### src/rtl/ois_pkg.sv
// ----------------------------------------------------------------------------
// ois_pkg
// shared constants, codes and types of the ordered integer set table
// ----------------------------------------------------------------------------
package ois_pkg;

    localparam int DEPTH = 16;
    localparam int CNT_W = $clog2(DEPTH + 1);
    localparam int VAL_W = 32;
    localparam int OUT_CNT_W = 5;

    typedef enum logic [1:0] {
        FUNC_ADD    = 2'd0,
        FUNC_REMOVE = 2'd1,
        FUNC_TEST   = 2'd2,
        FUNC_CLEAR  = 2'd3
    } t_func;

    typedef struct packed {
        logic             add_en;
        logic             rem_en;
        logic [CNT_W-1:0] count;
    } t_cell_ctl;

endpackage

### src/rtl/ois_chan_if.sv
// ----------------------------------------------------------------------------
// ois_chan_if
// request and response channels with valid/ready transfer
// ----------------------------------------------------------------------------
interface ois_req_if;
    import ois_pkg::*;

    logic                      valid;
    logic                      ready;
    logic [1:0]                func;
    logic signed [VAL_W-1:0]   value;

    modport source (output valid, output func, output value, input ready);
    modport sink (input valid, input func, input value, output ready);
endinterface

interface ois_rsp_if;
    import ois_pkg::*;

    logic                  valid;
    logic                  ready;
    logic                  ok;
    logic [OUT_CNT_W-1:0]  count;

    modport source (output valid, output ok, output count, input ready);
    modport sink (input valid, input ok, input count, output ready);
endinterface

### src/rtl/ordered_integer_set_table.sv
// ----------------------------------------------------------------------------
// ordered_integer_set_table
// bounded set of distinct integers kept in insertion order, with live count
// ----------------------------------------------------------------------------
// One request transfer per cycle: the response for a request appears in the
// output register in the cycle after it is taken, and the next request is taken
// in that same cycle as long as that register is empty or being drained. The
// period is set by the combinational compare and hit chain that runs through
// all DEPTH cells; a removal shifts every later cell left in that same cycle.
// No clearing pass is needed after reset; only entries below the count are
// ever compared.
module ordered_integer_set_table (
    input  logic      i_clk,
    input  logic      i_rst_n,
    ois_req_if.sink   i_req,
    ois_rsp_if.source o_rsp
);
    import ois_pkg::*;

    logic [CNT_W-1:0]  r_count;
    logic [CNT_W-1:0]  n_count;
    logic              r_valid;
    logic              r_ok;
    logic              n_ok;
    logic [OUT_CNT_W-1:0] r_cnt_out;
    logic [CNT_W+OUT_CNT_W-1:0] w_cnt_ext;

    logic              w_accept;
    logic              w_found;
    logic              w_room;
    t_cell_ctl         w_ctl;
    logic [DEPTH:0]    w_hit;
    logic [VAL_W-1:0]  w_data [DEPTH];

    assign i_req.ready = !r_valid || o_rsp.ready;
    assign w_accept    = i_req.valid && i_req.ready;
    assign w_found     = w_hit[DEPTH];
    assign w_room      = r_count < CNT_W'(DEPTH);

    assign w_ctl.add_en = w_accept && (i_req.func == FUNC_ADD) && !w_found && w_room;
    assign w_ctl.rem_en = w_accept && (i_req.func == FUNC_REMOVE) && w_found;
    assign w_ctl.count  = r_count;
    assign w_hit[0]     = 1'b0;

    for (genvar g = 0; g < DEPTH; g++) begin : g_cell
        logic [VAL_W-1:0] w_next;
        if (g == DEPTH - 1) begin : g_last
            assign w_next = w_data[g];
        end else begin : g_mid
            assign w_next = w_data[g+1];
        end
        ois_cell u_cell (
            .i_clk       (i_clk),
            .i_ctl       (w_ctl),
            .i_idx       (CNT_W'(g)),
            .i_value     (i_req.value),
            .i_next_data (w_next),
            .i_hit       (w_hit[g]),
            .o_hit       (w_hit[g+1]),
            .o_data      (w_data[g])
        );
    end

    always_comb begin
        n_count = r_count;
        n_ok    = 1'b0;
        case (i_req.func)
            FUNC_ADD: begin
                n_ok = w_ctl.add_en;
                if (w_ctl.add_en) n_count = r_count + 1'b1;
            end
            FUNC_REMOVE: begin
                n_ok = w_ctl.rem_en;
                if (w_ctl.rem_en) n_count = r_count - 1'b1;
            end
            FUNC_TEST: begin
                n_ok = w_found;
            end
            default: begin
                n_count = '0;
                n_ok    = 1'b1;
            end
        endcase
    end

    assign w_cnt_ext = {{OUT_CNT_W{1'b0}}, n_count};

    always_ff @(posedge i_clk) begin
        if (!i_rst_n) begin
            r_count <= '0;
            r_valid <= 1'b0;
        end else begin
            if (w_accept) begin
                r_count <= n_count;
                r_valid <= 1'b1;
            end else if (o_rsp.ready) begin
                r_valid <= 1'b0;
            end
        end
    end

    always_ff @(posedge i_clk) begin
        if (w_accept) begin
            r_ok      <= n_ok;
            r_cnt_out <= w_cnt_ext[OUT_CNT_W-1:0];
        end
    end

    assign o_rsp.valid = r_valid;
    assign o_rsp.ok    = r_ok;
    assign o_rsp.count = r_cnt_out;

    a_count_bound: assert property (@(posedge i_clk) disable iff (!i_rst_n)
        r_count <= CNT_W'(DEPTH))
        else $error("member count above depth");

    a_clear: assert property (@(posedge i_clk) disable iff (!i_rst_n)
        w_accept && (i_req.func == FUNC_CLEAR) |=> (r_count == '0) && o_rsp.ok && o_rsp.valid)
        else $error("clear did not empty the set");

    a_add: assert property (@(posedge i_clk) disable iff (!i_rst_n)
        w_ctl.add_en |=> r_count == $past(r_count) + 1'b1)
        else $error("append did not grow the count");

    a_remove: assert property (@(posedge i_clk) disable iff (!i_rst_n)
        w_ctl.rem_en |=> (r_count == $past(r_count) - 1'b1) && o_rsp.ok)
        else $error("removal did not shrink the count");

    a_no_both: assert property (@(posedge i_clk) disable iff (!i_rst_n)
        !(w_ctl.add_en && w_ctl.rem_en))
        else $error("append and removal in one cycle");

endmodule

### src/rtl/ois_cell.sv
// ----------------------------------------------------------------------------
// ois_cell
// one entry of the set: compares against the operand, loads on append and
// takes its right neighbor's value once a removal hit lies at or before it
// ----------------------------------------------------------------------------
module ois_cell (
    input  logic                       i_clk,
    input  ois_pkg::t_cell_ctl         i_ctl,
    input  logic [ois_pkg::CNT_W-1:0]  i_idx,
    input  logic [ois_pkg::VAL_W-1:0]  i_value,
    input  logic [ois_pkg::VAL_W-1:0]  i_next_data,
    input  logic                       i_hit,
    output logic                       o_hit,
    output logic [ois_pkg::VAL_W-1:0]  o_data
);
    import ois_pkg::*;

    logic [VAL_W-1:0] r_data;
    logic             w_live;
    logic             w_match;

    assign w_live  = i_idx < i_ctl.count;
    assign w_match = w_live && (r_data == i_value);
    assign o_hit   = i_hit || w_match;
    assign o_data  = r_data;

    always_ff @(posedge i_clk) begin
        if (i_ctl.add_en && (i_idx == i_ctl.count)) begin
            r_data <= i_value;
        end else if (i_ctl.rem_en && o_hit) begin
            r_data <= i_next_data;
        end
    end

endmodule

### src/flat_wrapper.sv
// flat-port wrapper written by rule: the top's interface ports become plain ports
module ordered_integer_set_table_flat import ois_pkg::*;
  (i_clk, i_rst_n, i_req_valid, i_req_func, i_req_value, i_req_ready, o_rsp_valid, o_rsp_ok, o_rsp_count, o_rsp_ready);
  ois_req_if i_req_i ();
  ois_rsp_if o_rsp_i ();
  input  logic i_clk;
  input  logic i_rst_n;
  input wire logic [$bits(i_req_i.valid)-1:0] i_req_valid;
  input wire logic [$bits(i_req_i.func)-1:0] i_req_func;
  input wire logic [$bits(i_req_i.value)-1:0] i_req_value;
  output wire logic [$bits(i_req_i.ready)-1:0] i_req_ready;
  output wire logic [$bits(o_rsp_i.valid)-1:0] o_rsp_valid;
  output wire logic [$bits(o_rsp_i.ok)-1:0] o_rsp_ok;
  output wire logic [$bits(o_rsp_i.count)-1:0] o_rsp_count;
  input wire logic [$bits(o_rsp_i.ready)-1:0] o_rsp_ready;
  assign i_req_i.valid = i_req_valid;
  assign i_req_i.func = i_req_func;
  assign i_req_i.value = i_req_value;
  assign i_req_ready = i_req_i.ready;
  assign o_rsp_valid = o_rsp_i.valid;
  assign o_rsp_ok = o_rsp_i.ok;
  assign o_rsp_count = o_rsp_i.count;
  assign o_rsp_i.ready = o_rsp_ready;
  ordered_integer_set_table u_core (.i_clk(i_clk), .i_rst_n(i_rst_n), .i_req(i_req_i), .o_rsp(o_rsp_i));
endmodule
### config.mk
export PLATFORM = sky130hd
export DESIGN_NAME = ordered_integer_set_table_flat
export DESIGN_NICKNAME = d
export VERILOG_FILES = /design/src/rtl/ois_pkg.sv /design/src/rtl/ois_chan_if.sv /design/src/rtl/ordered_integer_set_table.sv /design/src/rtl/ois_cell.sv /design/src/flat_wrapper.sv
export SDC_FILE = /design/constraint.sdc
export NUM_CORES = 1
export LEC_CHECK = 0
export BUFFER_PORTS_ARGS = -buffer_cell sky130_fd_sc_hd__buf_2
export CELL_PAD_IN_SITES_DETAIL_PLACEMENT = 0
export CELL_PAD_IN_SITES_GLOBAL_PLACEMENT = 1
export CORE_AREA = 8 8 174 340
export DETAILED_ROUTE_END_ITERATION = 7
export DIE_AREA = 0 0 182 348
export GPL_ROUTABILITY_DRIVEN = 0
export PLACE_DENSITY = 0.9
export SLEW_MARGIN = 10
export SYNTH_ARGS = -nofsm -noshare
export SYNTH_HDL_FRONTEND = slang
export SYNTH_SLANG_ARGS = --single-unit
### constraint.sdc
create_clock -name i_clk -period 6.35 [get_ports i_clk]
set_input_delay 0.635 -clock i_clk [delete_from_list [all_inputs] [get_ports i_clk]]
set_output_delay 0.635 -clock i_clk [all_outputs]
set_load 0.01 [all_outputs]
==> Yosys cells after proc, flatten, opt, wreduce, memory -nomap -nowiden <==
Cells that the tools add are included.
{ "word_totals": {"out_inout_bits": 8, "wordCells": 197, "ff_bits": 524, "input_bits": 38} }
{ "op_classes": {"n_mux": 36, "add_sub_neg": 2, "n_lt_le_gt_ge": 17, "reduce_logical": 89, "n_eq_ne": 33} }
{ "ops": {"columns": ["cell", "n"], "rows": [
  ["$mux 32", 30],
  ["$eq 32x32->1", 16],
  ["$logic_and 1x1->1", 53],
  ["$eq 4x5->1 const A", 8],
  ["$lt 4x5->1 const A", 8],
  ["$reduce_bool 2->1", 16],
  ["$eq 3x5->1 const A", 4],
  ["$lt 3x5->1 const A", 4],
  ["$logic_or 1x1->1", 16],
  ["$pmux 5 s3", 1],
  ["$eq 2x5->1 const A", 2],
  ["$lt 1x5->1 const A", 2],
  ["$lt 2x5->1 const A", 2],
  ["$mux 5", 2],
  ["$add 5x1->5 const B", 1],
  ["$eq 1x5->1 const A", 1],
  ["$logic_not 5->1", 1],
  ["$lt 5x5->1 const B", 1],
  ["$sub 5x1->5 const B", 1],
  ["$pmux 1 s3", 1],
  ["$eq 2x1->1 const B", 1],
  ["$eq 2x2->1 const B", 1],
  ["$logic_not 1->1", 2],
  ["$logic_not 2->1", 1],
  ["$mux 1", 2]
]} }

==> Logic depth before layout (Yosys ltp) <==
Gate-level depths: netlist of run 1.
{ "logic_depth": {"depth_word": 22, "mapped_depth": 15, "depth_no_buf": 10} }

==> Modules after synthesis <==
A second synthesis of run 1 with hierarchy kept.
{ "hier_totals": {"cells_unflattened": 2179, "area_unflattened_um2": 30465.5} }
{ "by_module_without_submodules": {"columns": ["mod", "n_inst", "area_per_inst_um2", "cells_each"], "rows": [
  ["ois_cell (u_core.g_cell[13].u_cell ...)", 12, 1851.8, 130],
  ["ois_cell (u_core.g_cell[0].u_cell ...)", 4, 1833.0, 128],
  ["ordered_integer_set_table", 1, 912.1, 107]
]} }

==> Least setup slack after synthesis of run 1 <==
OpenSTA, ideal clock, no wires.
{ "synth_timing": {"kind": "input to register", "from": "input port i_req_value[11]", "to": "register u_core.g_cell[14].u_cell.r_data[0], enable pin", "path_stages": 11, "setup_ps": 466, "required_time_ps": 5884, "slack_ps": 1001, "t_arrival_ps": 4884, "path_cell_list": "buf_2 buf_4 xor2_1 nor4_1 nand3_1 or4_1 nand4_1 nand4bb_1 or3_1 nor3b_1 o21ai_0"} }
{ "synth_between": {"elab_chain_len": 22, "word_cells_on_any_way": 54, "cone_classes": "eq/ne: 16; reduce/logical: 38"} }
{ "synth_lines": {"columns": ["element", "line", "text"], "rows": [
  ["start, declared", "flat_wrapper.sv:10", "input wire logic [$bits(i_req_i.value)-1:0] i_req_value;"],
  ["$eq 32x32->1", "ois_cell.sv:23", "assign w_match = w_live && (r_data == i_value);"],
  ["$logic_and 1x1->1", "ois_cell.sv:23", null],
  ["$logic_or 1x1->1 (15 in series)", "ois_cell.sv:24", "assign o_hit = i_hit || w_match;"],
  ["$logic_not 1->1", "ordered_integer_set_table.sv:40", "assign w_ctl.add_en = w_accept && (i_req.func == FUNC_ADD) && !w_found && w_room;"],
  ["$logic_and 1x1->1 (2 in series)", "ordered_integer_set_table.sv:40", null],
  ["$logic_and 1x1->1", "ois_cell.sv:28", "if (i_ctl.add_en && (i_idx == i_ctl.count)) begin"],
  ["$reduce_bool 2->1 (no line) *", null, null],
  ["end signal, assigned", "ois_cell.sv:29", "r_data <= i_value;"],
  ["end signal, assigned", "ois_cell.sv:31", "r_data <= i_next_data;"],
  ["end, declared", "ois_cell.sv:18", "logic [VAL_W-1:0] r_data;"]
]} }
Mark *: on every way between the ends. The rest lies on a longest branch, timed or not.
A chain may end at the register's enable or synchronous reset.

==> Final worst setup path of run 1 <==
{ "layout_timing": {"from": "register u_core.r_count[4]", "to": "register u_core.g_cell[14].u_cell.r_data[12], enable pin"} }
{ "layout_between": {"elab_chain_len": 22, "word_cells_on_any_way": 56, "cone_classes": "order compare: 17; eq/ne: 1; reduce/logical: 38"} }
{ "layout_lines": {"columns": ["element", "line", "text"], "rows": [
  ["start, declared", "ordered_integer_set_table.sv:20", "logic [CNT_W-1:0] r_count;"],
  ["start signal, assigned", "ordered_integer_set_table.sv:94", "r_count <= n_count;"],
  ["$lt 1x5->1", "ois_cell.sv:22", "assign w_live = i_idx < i_ctl.count;"],
  ["$logic_and 1x1->1", "ois_cell.sv:23", null],
  ["$logic_or 1x1->1 (15 in series)", "ois_cell.sv:24", null],
  ["$logic_not 1->1", "ordered_integer_set_table.sv:40", null],
  ["$logic_and 1x1->1 (2 in series)", "ordered_integer_set_table.sv:40", null],
  ["$logic_and 1x1->1", "ois_cell.sv:28", null],
  ["$reduce_bool 2->1 (no line) *", null, null]
]} }
Marks and branches as above.

==> results.sh, run 1 <==
export IMPL_outcome="finished clean"
export IMPL_ys_ff_latch=524
export IMPL_num_io_pins=46
export IMPL_grt_pass1_vias=18099
export IMPL_synth_area_per_cell_sq_um=13.7
export IMPL_reg2reg_from="u_core.r_count[4]"
export IMPL_clkTransAtPathRegs_ns=0.07
export IMPL_antenna_found_initial=5
export IMPL_finalCriticalPeriod_ns=5.17
export IMPL_vias=18146
export IMPL_worst_path_buf_inv=1
export IMPL_ant_nets=0
export IMPL_row_count=122
export IMPL_clkLatencyLatePin_ns=0.59
export IMPL_crit_path_max_fanout=32
export IMPL_fin_total_pwr_mw=7.09
export IMPL_grt_use_total_pct=25.4
export IMPL_final_common_cell="edfxtp_1"
export IMPL_die_w_um=182
export IMPL_final_cell_mix="edfxtp_1 (518), mux2_2 (410), xnor2_1 (287)"
export IMPL_p_leak_nw=10.1
export IMPL_yosysWarnings=0
export IMPL_dp_final_hpwl_um=57400
export IMPL_max_cap_violations=0
export IMPL_ys_seq_area_share_pct=53.6
export IMPL_reg2reg_to="u_core.g_cell[14].u_cell.o_data[12]"
export IMPL_route_detailed_wl_per_inst_um=29.1
export IMPL_n_fill_cell=4384
export IMPL_max_stage_delay_ns=0.67
export IMPL_drcViolationCount=0
export IMPL_fmax_mhz=193
export IMPL_cts_hold_buf=0
export IMPL_instances_no_fill=2813
export IMPL_setup_viol_count_final=0
export IMPL_fin_util_pct=56.9
export IMPL_ys_types=63
export IMPL_htreeDepth=2
export IMPL_worstHoldStart="i_req_valid"
export IMPL_cts_root_buf="clkbuf_16"
export IMPL_postCtsResizedCells=0
export IMPL_rsz0062_at_grt="false"
export IMPL_ir_drop_v=0.000234
export IMPL_cts_tree="done"
export IMPL_cts_setup_buffers=0
export IMPL_end_kind="flop"
export IMPL_area_growth_pct=7.00
export IMPL_port_buffers=45
export IMPL_hold_end="u_core.o_rsp.valid"
export IMPL_r2r_setup_slack_ns=1.18
export IMPL_hold_class="in -> reg"
export IMPL_layout_drive_gt1_share_pct=28.2
export IMPL_p_per_area_nw_per_um2=227
export IMPL_synthArstFlopShare_pct=0
export IMPL_required_ns=6.56
export IMPL_cp_start_kind="flop"
export IMPL_slew_headroom_pct=28.0
export IMPL_tns_ns=0
export IMPL_nets=2137
export IMPL_synth_area_top_cells="edfxtp_1 (53%), mux2_2 (16%), xnor2_1 (8.6%), xor2_1 (6.8%), mux2_1 (2.7%)"
export IMPL_grt_max_degree=34
export IMPL_start_util_pct=53.2
export IMPL_grt_overflow=0
export IMPL_fin_crit_sh_pct=81.4
export IMPL_syn_area_sq_um=29200
export IMPL_core_sq_um=55000
export IMPL_clock_tree_buffer_depth=3
export IMPL_viasPerCell=6.45
export IMPL_hold_violations=0
export IMPL_grt_pass1_wl_um=120000
export IMPL_dr_pass1_iters=5
export IMPL_clock_sinks=524
export IMPL_synthCells=2129
export IMPL_synth_edff_count=518
export IMPL_drt_iter0_markers=2159
export IMPL_dp_cells=2727
export IMPL_synth_top_cell_by_area="edfxtp_1"
export IMPL_crit_family="simple AND/OR/NAND/NOR gates"
export IMPL_worst_pin_slew_ns=1.08
export IMPL_cts_buffers=47
export IMPL_skew_ns=0.0293
export IMPL_dieArea_sq_um=63300
export IMPL_arrival_ns=5.38
export IMPL_worst_setup_path_type="reg -> reg"
export IMPL_synth_main_ff_cell="edfxtp_1"
export IMPL_report_final_slew_viol_count=0
export IMPL_netlist_area_leader_share_pct=53.2
export IMPL_totalWireLength_um=81800
export IMPL_synthesis_nets=2172
export IMPL_fp_dieH_um=348
export IMPL_min_path_cells=3
export IMPL_rr_worst_depth=10
export IMPL_worst_path_max_delay_cell="nor4_4"
export IMPL_path_cells="nor2_2, and3_1, nor4b_1, and4_4, or4_4, nor4_4, and2_4, nand4_2, o21ai_2, buf_4"
-- cell type report --
| type | count | area (sq um) | area share, % |
|---|---|---|---|
| antenna | 3 | 7.51 | 0.0240 |
| clock buffer | 56 | 1250 | 4.01 |
| clock inverter | 27 | 226 | 0.724 |
| inverter | 7 | 26.3 | 0.0840 |
| multi-input combinational | 1409 | 12500 | 40.1 |
| sequential | 524 | 15700 | 50.1 |
| tap | 682 | 853 | 2.73 |
| timing repair buffer | 105 | 701 | 2.24 |
-- flip-flops by register name, indices dropped and copies added, names as in the netlist --
signal and cells:
u_core.g_cell.u_cell.o_data 512, u_core.o_rsp.count 5, u_core.o_rsp.ok 1, u_core.o_rsp.valid 1
u_core.r_count 5
-- kinds of logic after synthesis --
logic type	Yosys count	synth area share (%)
flip-flops	524	53.6
XOR/XNOR	514	15.4
multiplexers	480	18.5
AND/OR/NAND/NOR	354	7.33
buffers and inverters	196	3.62
AO/OA/AOI/OAI	56	1.30
adder cells (fa/ha/maj)	5	0.214
-- per-layer routing --
| layer | GRT usage [%] | part of all wire, % | vias up |
|---|---|---|---|
| met5 | 0 | 0.027 | - |
| met1 | 32.7 | 39 | 9184 |
| met4 | 14.6 | 6.2 | 4 |
| met2 | 40.8 | 47 | 893 |
| li1 | - | - | 7838 |
| met3 | 3.41 | 7.9 | 227 |
-- synth_stat cells (6+ instances only) --
cell type and number:
clkbuf_1 43, nor4_1 74, mux2_2 410, dfxtp_1 6, nand4_1 102, o21ai_0 13
mux2_1 70, xnor2_1 287, buf_4 34, nand3_1 29, nand2_1 32, xor2_1 227
and3_1 9, a21oi_1 10, buf_6 9, nor3_1 28, or3_1 8, nor2_1 24
buf_2 101, edfxtp_1 518
-- worst min-delay path: stages --
cell and delay [ns]:
buf_2 0.10, inv_1 0.04, a21oi_1 0.05
-- how the worst max path moves through the flow --
| stage | start | to | cells after the start |
|---|---|---|---|
| final | u_core.r_count[4] | u_core.g_cell[14].u_cell.o_data[12] | 10 |
| after global routing | u_core.r_count[4] | u_core.g_cell[14].u_cell.o_data[17] | 10 |
| after CTS | u_core.r_count[4] | u_core.g_cell[14].u_cell.o_data[12] | 10 |
| after detailed placement | i_req_value[30] | u_core.g_cell[14].u_cell.o_data[4] | 11 |
| after global placement | i_req_value[13] | u_core.g_cell[11].u_cell.o_data[30] | 10 |
| after floorplan | i_req_value[11] | u_core.g_cell[14].u_cell.o_data[0] | 11 |
-- metrics by stage --
stage	setup slack [ns]	hold WS (ns)	area (sq um)
floorplan	1.00	0.552	29200
global placement	0.940	0.507	29800
detailed placement	0.898	0.518	29800
CTS	1.23	0.292	31300
global route	0.979	0.307	31300
finish	1.18	0.304	31300
-- report_power, final --
part           switching, mW  total [mW]  internal (mW)
sequential           0.00709        3.77           3.76
combinational          0.320       0.468          0.148
clock                   1.29        2.85           1.56
total                   1.62        7.09           5.47
Note: power is estimated with default switching activity, not from simulation.
==> run 2: changes to the inputs <==
==> constraint.sdc (replaced) <==
create_clock -name i_clk -period 5.3 [get_ports i_clk]
set_input_delay 0.53 -clock i_clk [delete_from_list [all_inputs] [get_ports i_clk]]
set_output_delay 0.53 -clock i_clk [all_outputs]
set_load 0.01 [all_outputs]
==> results.sh, run 2 (same netlist as run 1, synthesis figures left out) <==
export IMPL_outcome="finished clean"
export IMPL_end_kind="flop"
export IMPL_finalCriticalPeriod_ns=4.55
export IMPL_grt_max_degree=34
export IMPL_setup_viol_count_final=0
export IMPL_route_detailed_wl_per_inst_um=28.0
export IMPL_port_buffers=45
export IMPL_skew_ns=0.0322
export IMPL_dp_final_hpwl_um=55800
export IMPL_cts_tree="done"
export IMPL_fp_dieH_um=348
export IMPL_clkLatencyLatePin_ns=0.59
export IMPL_max_stage_delay_ns=0.70
export IMPL_drcViolationCount=0
export IMPL_report_final_slew_viol_count=0
export IMPL_cts_root_buf="clkbuf_16"
export IMPL_grt_overflow=0
export IMPL_largest_reg_flops=512
export IMPL_clkTransAtPathRegs_ns=0.07
export IMPL_fmax_mhz=220
export IMPL_place_ws_ns=0.449
export IMPL_crit_path_max_fanout=32
export IMPL_cts_buffers=47
export IMPL_area_growth_pct=7.44
export IMPL_num_io_pins=46
export IMPL_worst_path_max_delay_cell="nor4_1"
export IMPL_cp_start_kind="input pin"
export IMPL_instances_no_fill=2822
export IMPL_ir_drop_v=0.000468
export IMPL_die_w_um=182
export IMPL_dr_pass1_iters=6
export IMPL_drt_iter0_markers=1836
export IMPL_seq_area_sq_um=15700
export IMPL_slew_headroom_pct=30.9
export IMPL_setup_slack_ns=0.748
export IMPL_core_sq_um=55000
export IMPL_viasPerCell=6.41
export IMPL_row_count=122
export IMPL_dp_cells=2735
export IMPL_hold_worst_slack_ns=0.200
export IMPL_fin_util_pct=57.1
export IMPL_path_cells="buf_2, buf_4, xor2_1, nor4_1, nand4_1, nor4b_1, or4_1, nor4_4, buf_4, nor2_1, nand2_1, nand2_1, buf_12"
export IMPL_final_cell_mix="edfxtp_1 (518), mux2_2 (410), xnor2_1 (287)"
export IMPL_hold_violations=0
export IMPL_max_cap_violations=0
export IMPL_arrival_ns=4.83
export IMPL_required_ns=5.57
export IMPL_worst_pin_slew_ns=1.04
export IMPL_cts_hold_buf=0
export IMPL_layout_drive_gt1_share_pct=28.6
export IMPL_n_fill_cell=4354
export IMPL_cts_setup_buffers=0
export IMPL_totalWireLength_um=78900
export IMPL_ant_nets=0
export IMPL_worst_setup_path_type="in -> reg"
export IMPL_p_per_area_nw_per_um2=270
export IMPL_rsz0062_at_grt="false"
export IMPL_crit_family="simple AND/OR/NAND/NOR gates"
export IMPL_grt_pass1_vias=17909
export IMPL_tns_ns=0
export IMPL_clock_tree_buffer_depth=3
export IMPL_antenna_found_initial=4
export IMPL_grt_use_total_pct=24.6
export IMPL_postCtsResizedCells=0
export IMPL_grt_pass1_wl_um=117000
export IMPL_final_common_cell="edfxtp_1"
export IMPL_htreeDepth=2
export IMPL_dieArea_sq_um=63300
export IMPL_multi_input_area_sq_um=12500
export IMPL_worst_path_buf_inv=4
export IMPL_fin_crit_sh_pct=85.9
export IMPL_start_util_pct=53.2
export IMPL_vias=18093
export IMPL_p_leak_nw=10.1
export IMPL_clock_sinks=524
export IMPL_hold_class="in -> reg"
export IMPL_nets=2145
[run 2: cell count changes in the layout (fill, tap and decap cells not counted), moves of 2 or more]
cell	before	now
diode_2	3	1
clkbuf_8	0	3
buf_4	58	61
clkbuf_1	7	11
buf_12	2	7
clkinv_1	16	12
[run 2: final timing paths]
path,depth (start not counted),endpoint,startpoint,slack [ns]
setup / recovery,13,u_core.g_cell[12].u_cell.o_data[19],i_req_value[26],0.75
setup reg to reg,11,u_core.g_cell[12].u_cell.o_data[19],u_core.r_count[1],0.83
hold reg to reg,2,u_core.o_rsp.valid,u_core.o_rsp.valid,0.54
hold / removal,3,u_core.o_rsp.valid,i_req_valid,0.20
[run 2: metrics by stage]
stage / total power [mW] / instance area [sq um]
after floorplan: 4.99 / 29200
after global placement: 5.15 / 29900
after detailed placement: 5.15 / 29900
after CTS: 8.51 / 31400
after global routing: 8.68 / 31400
final: 8.49 / 31400
[run 2: layout make-up]
cell class	count	share of cell area, %
Multi-Input combinational cell	1409	39.9
Clock inverter	23	0.598
Clock buffer	63	4.17
Sequential cell	524	49.9
Tap cell	682	2.72
Antenna cell	1	0.00797
Timing Repair Buffer	113	2.62
Inverter	7	0.0837
[run 2: power by group]
part	internal, mW	switching [mW]
clock network	1.88	1.54
logic	0.180	0.376
registers	4.50	0.0122
[run 2: tightest hold or removal path, cell delays in order]
cell	delay [ns]
buf_2	0.11
inv_1	0.05
a21oi_1	0.05
[run 2: metal layers]
| layer | up-vias | track usage, % | wire, um |
|---|---|---|---|
| met5 | - | 0 | 39 |
| met4 | 6 | 10.4 | 3420 |
| met3 | 196 | 3.47 | 6050 |
| met2 | 927 | 40.0 | 37600 |
| met1 | 9114 | 32.7 | 31800 |
| li1 | 7850 | - | - |
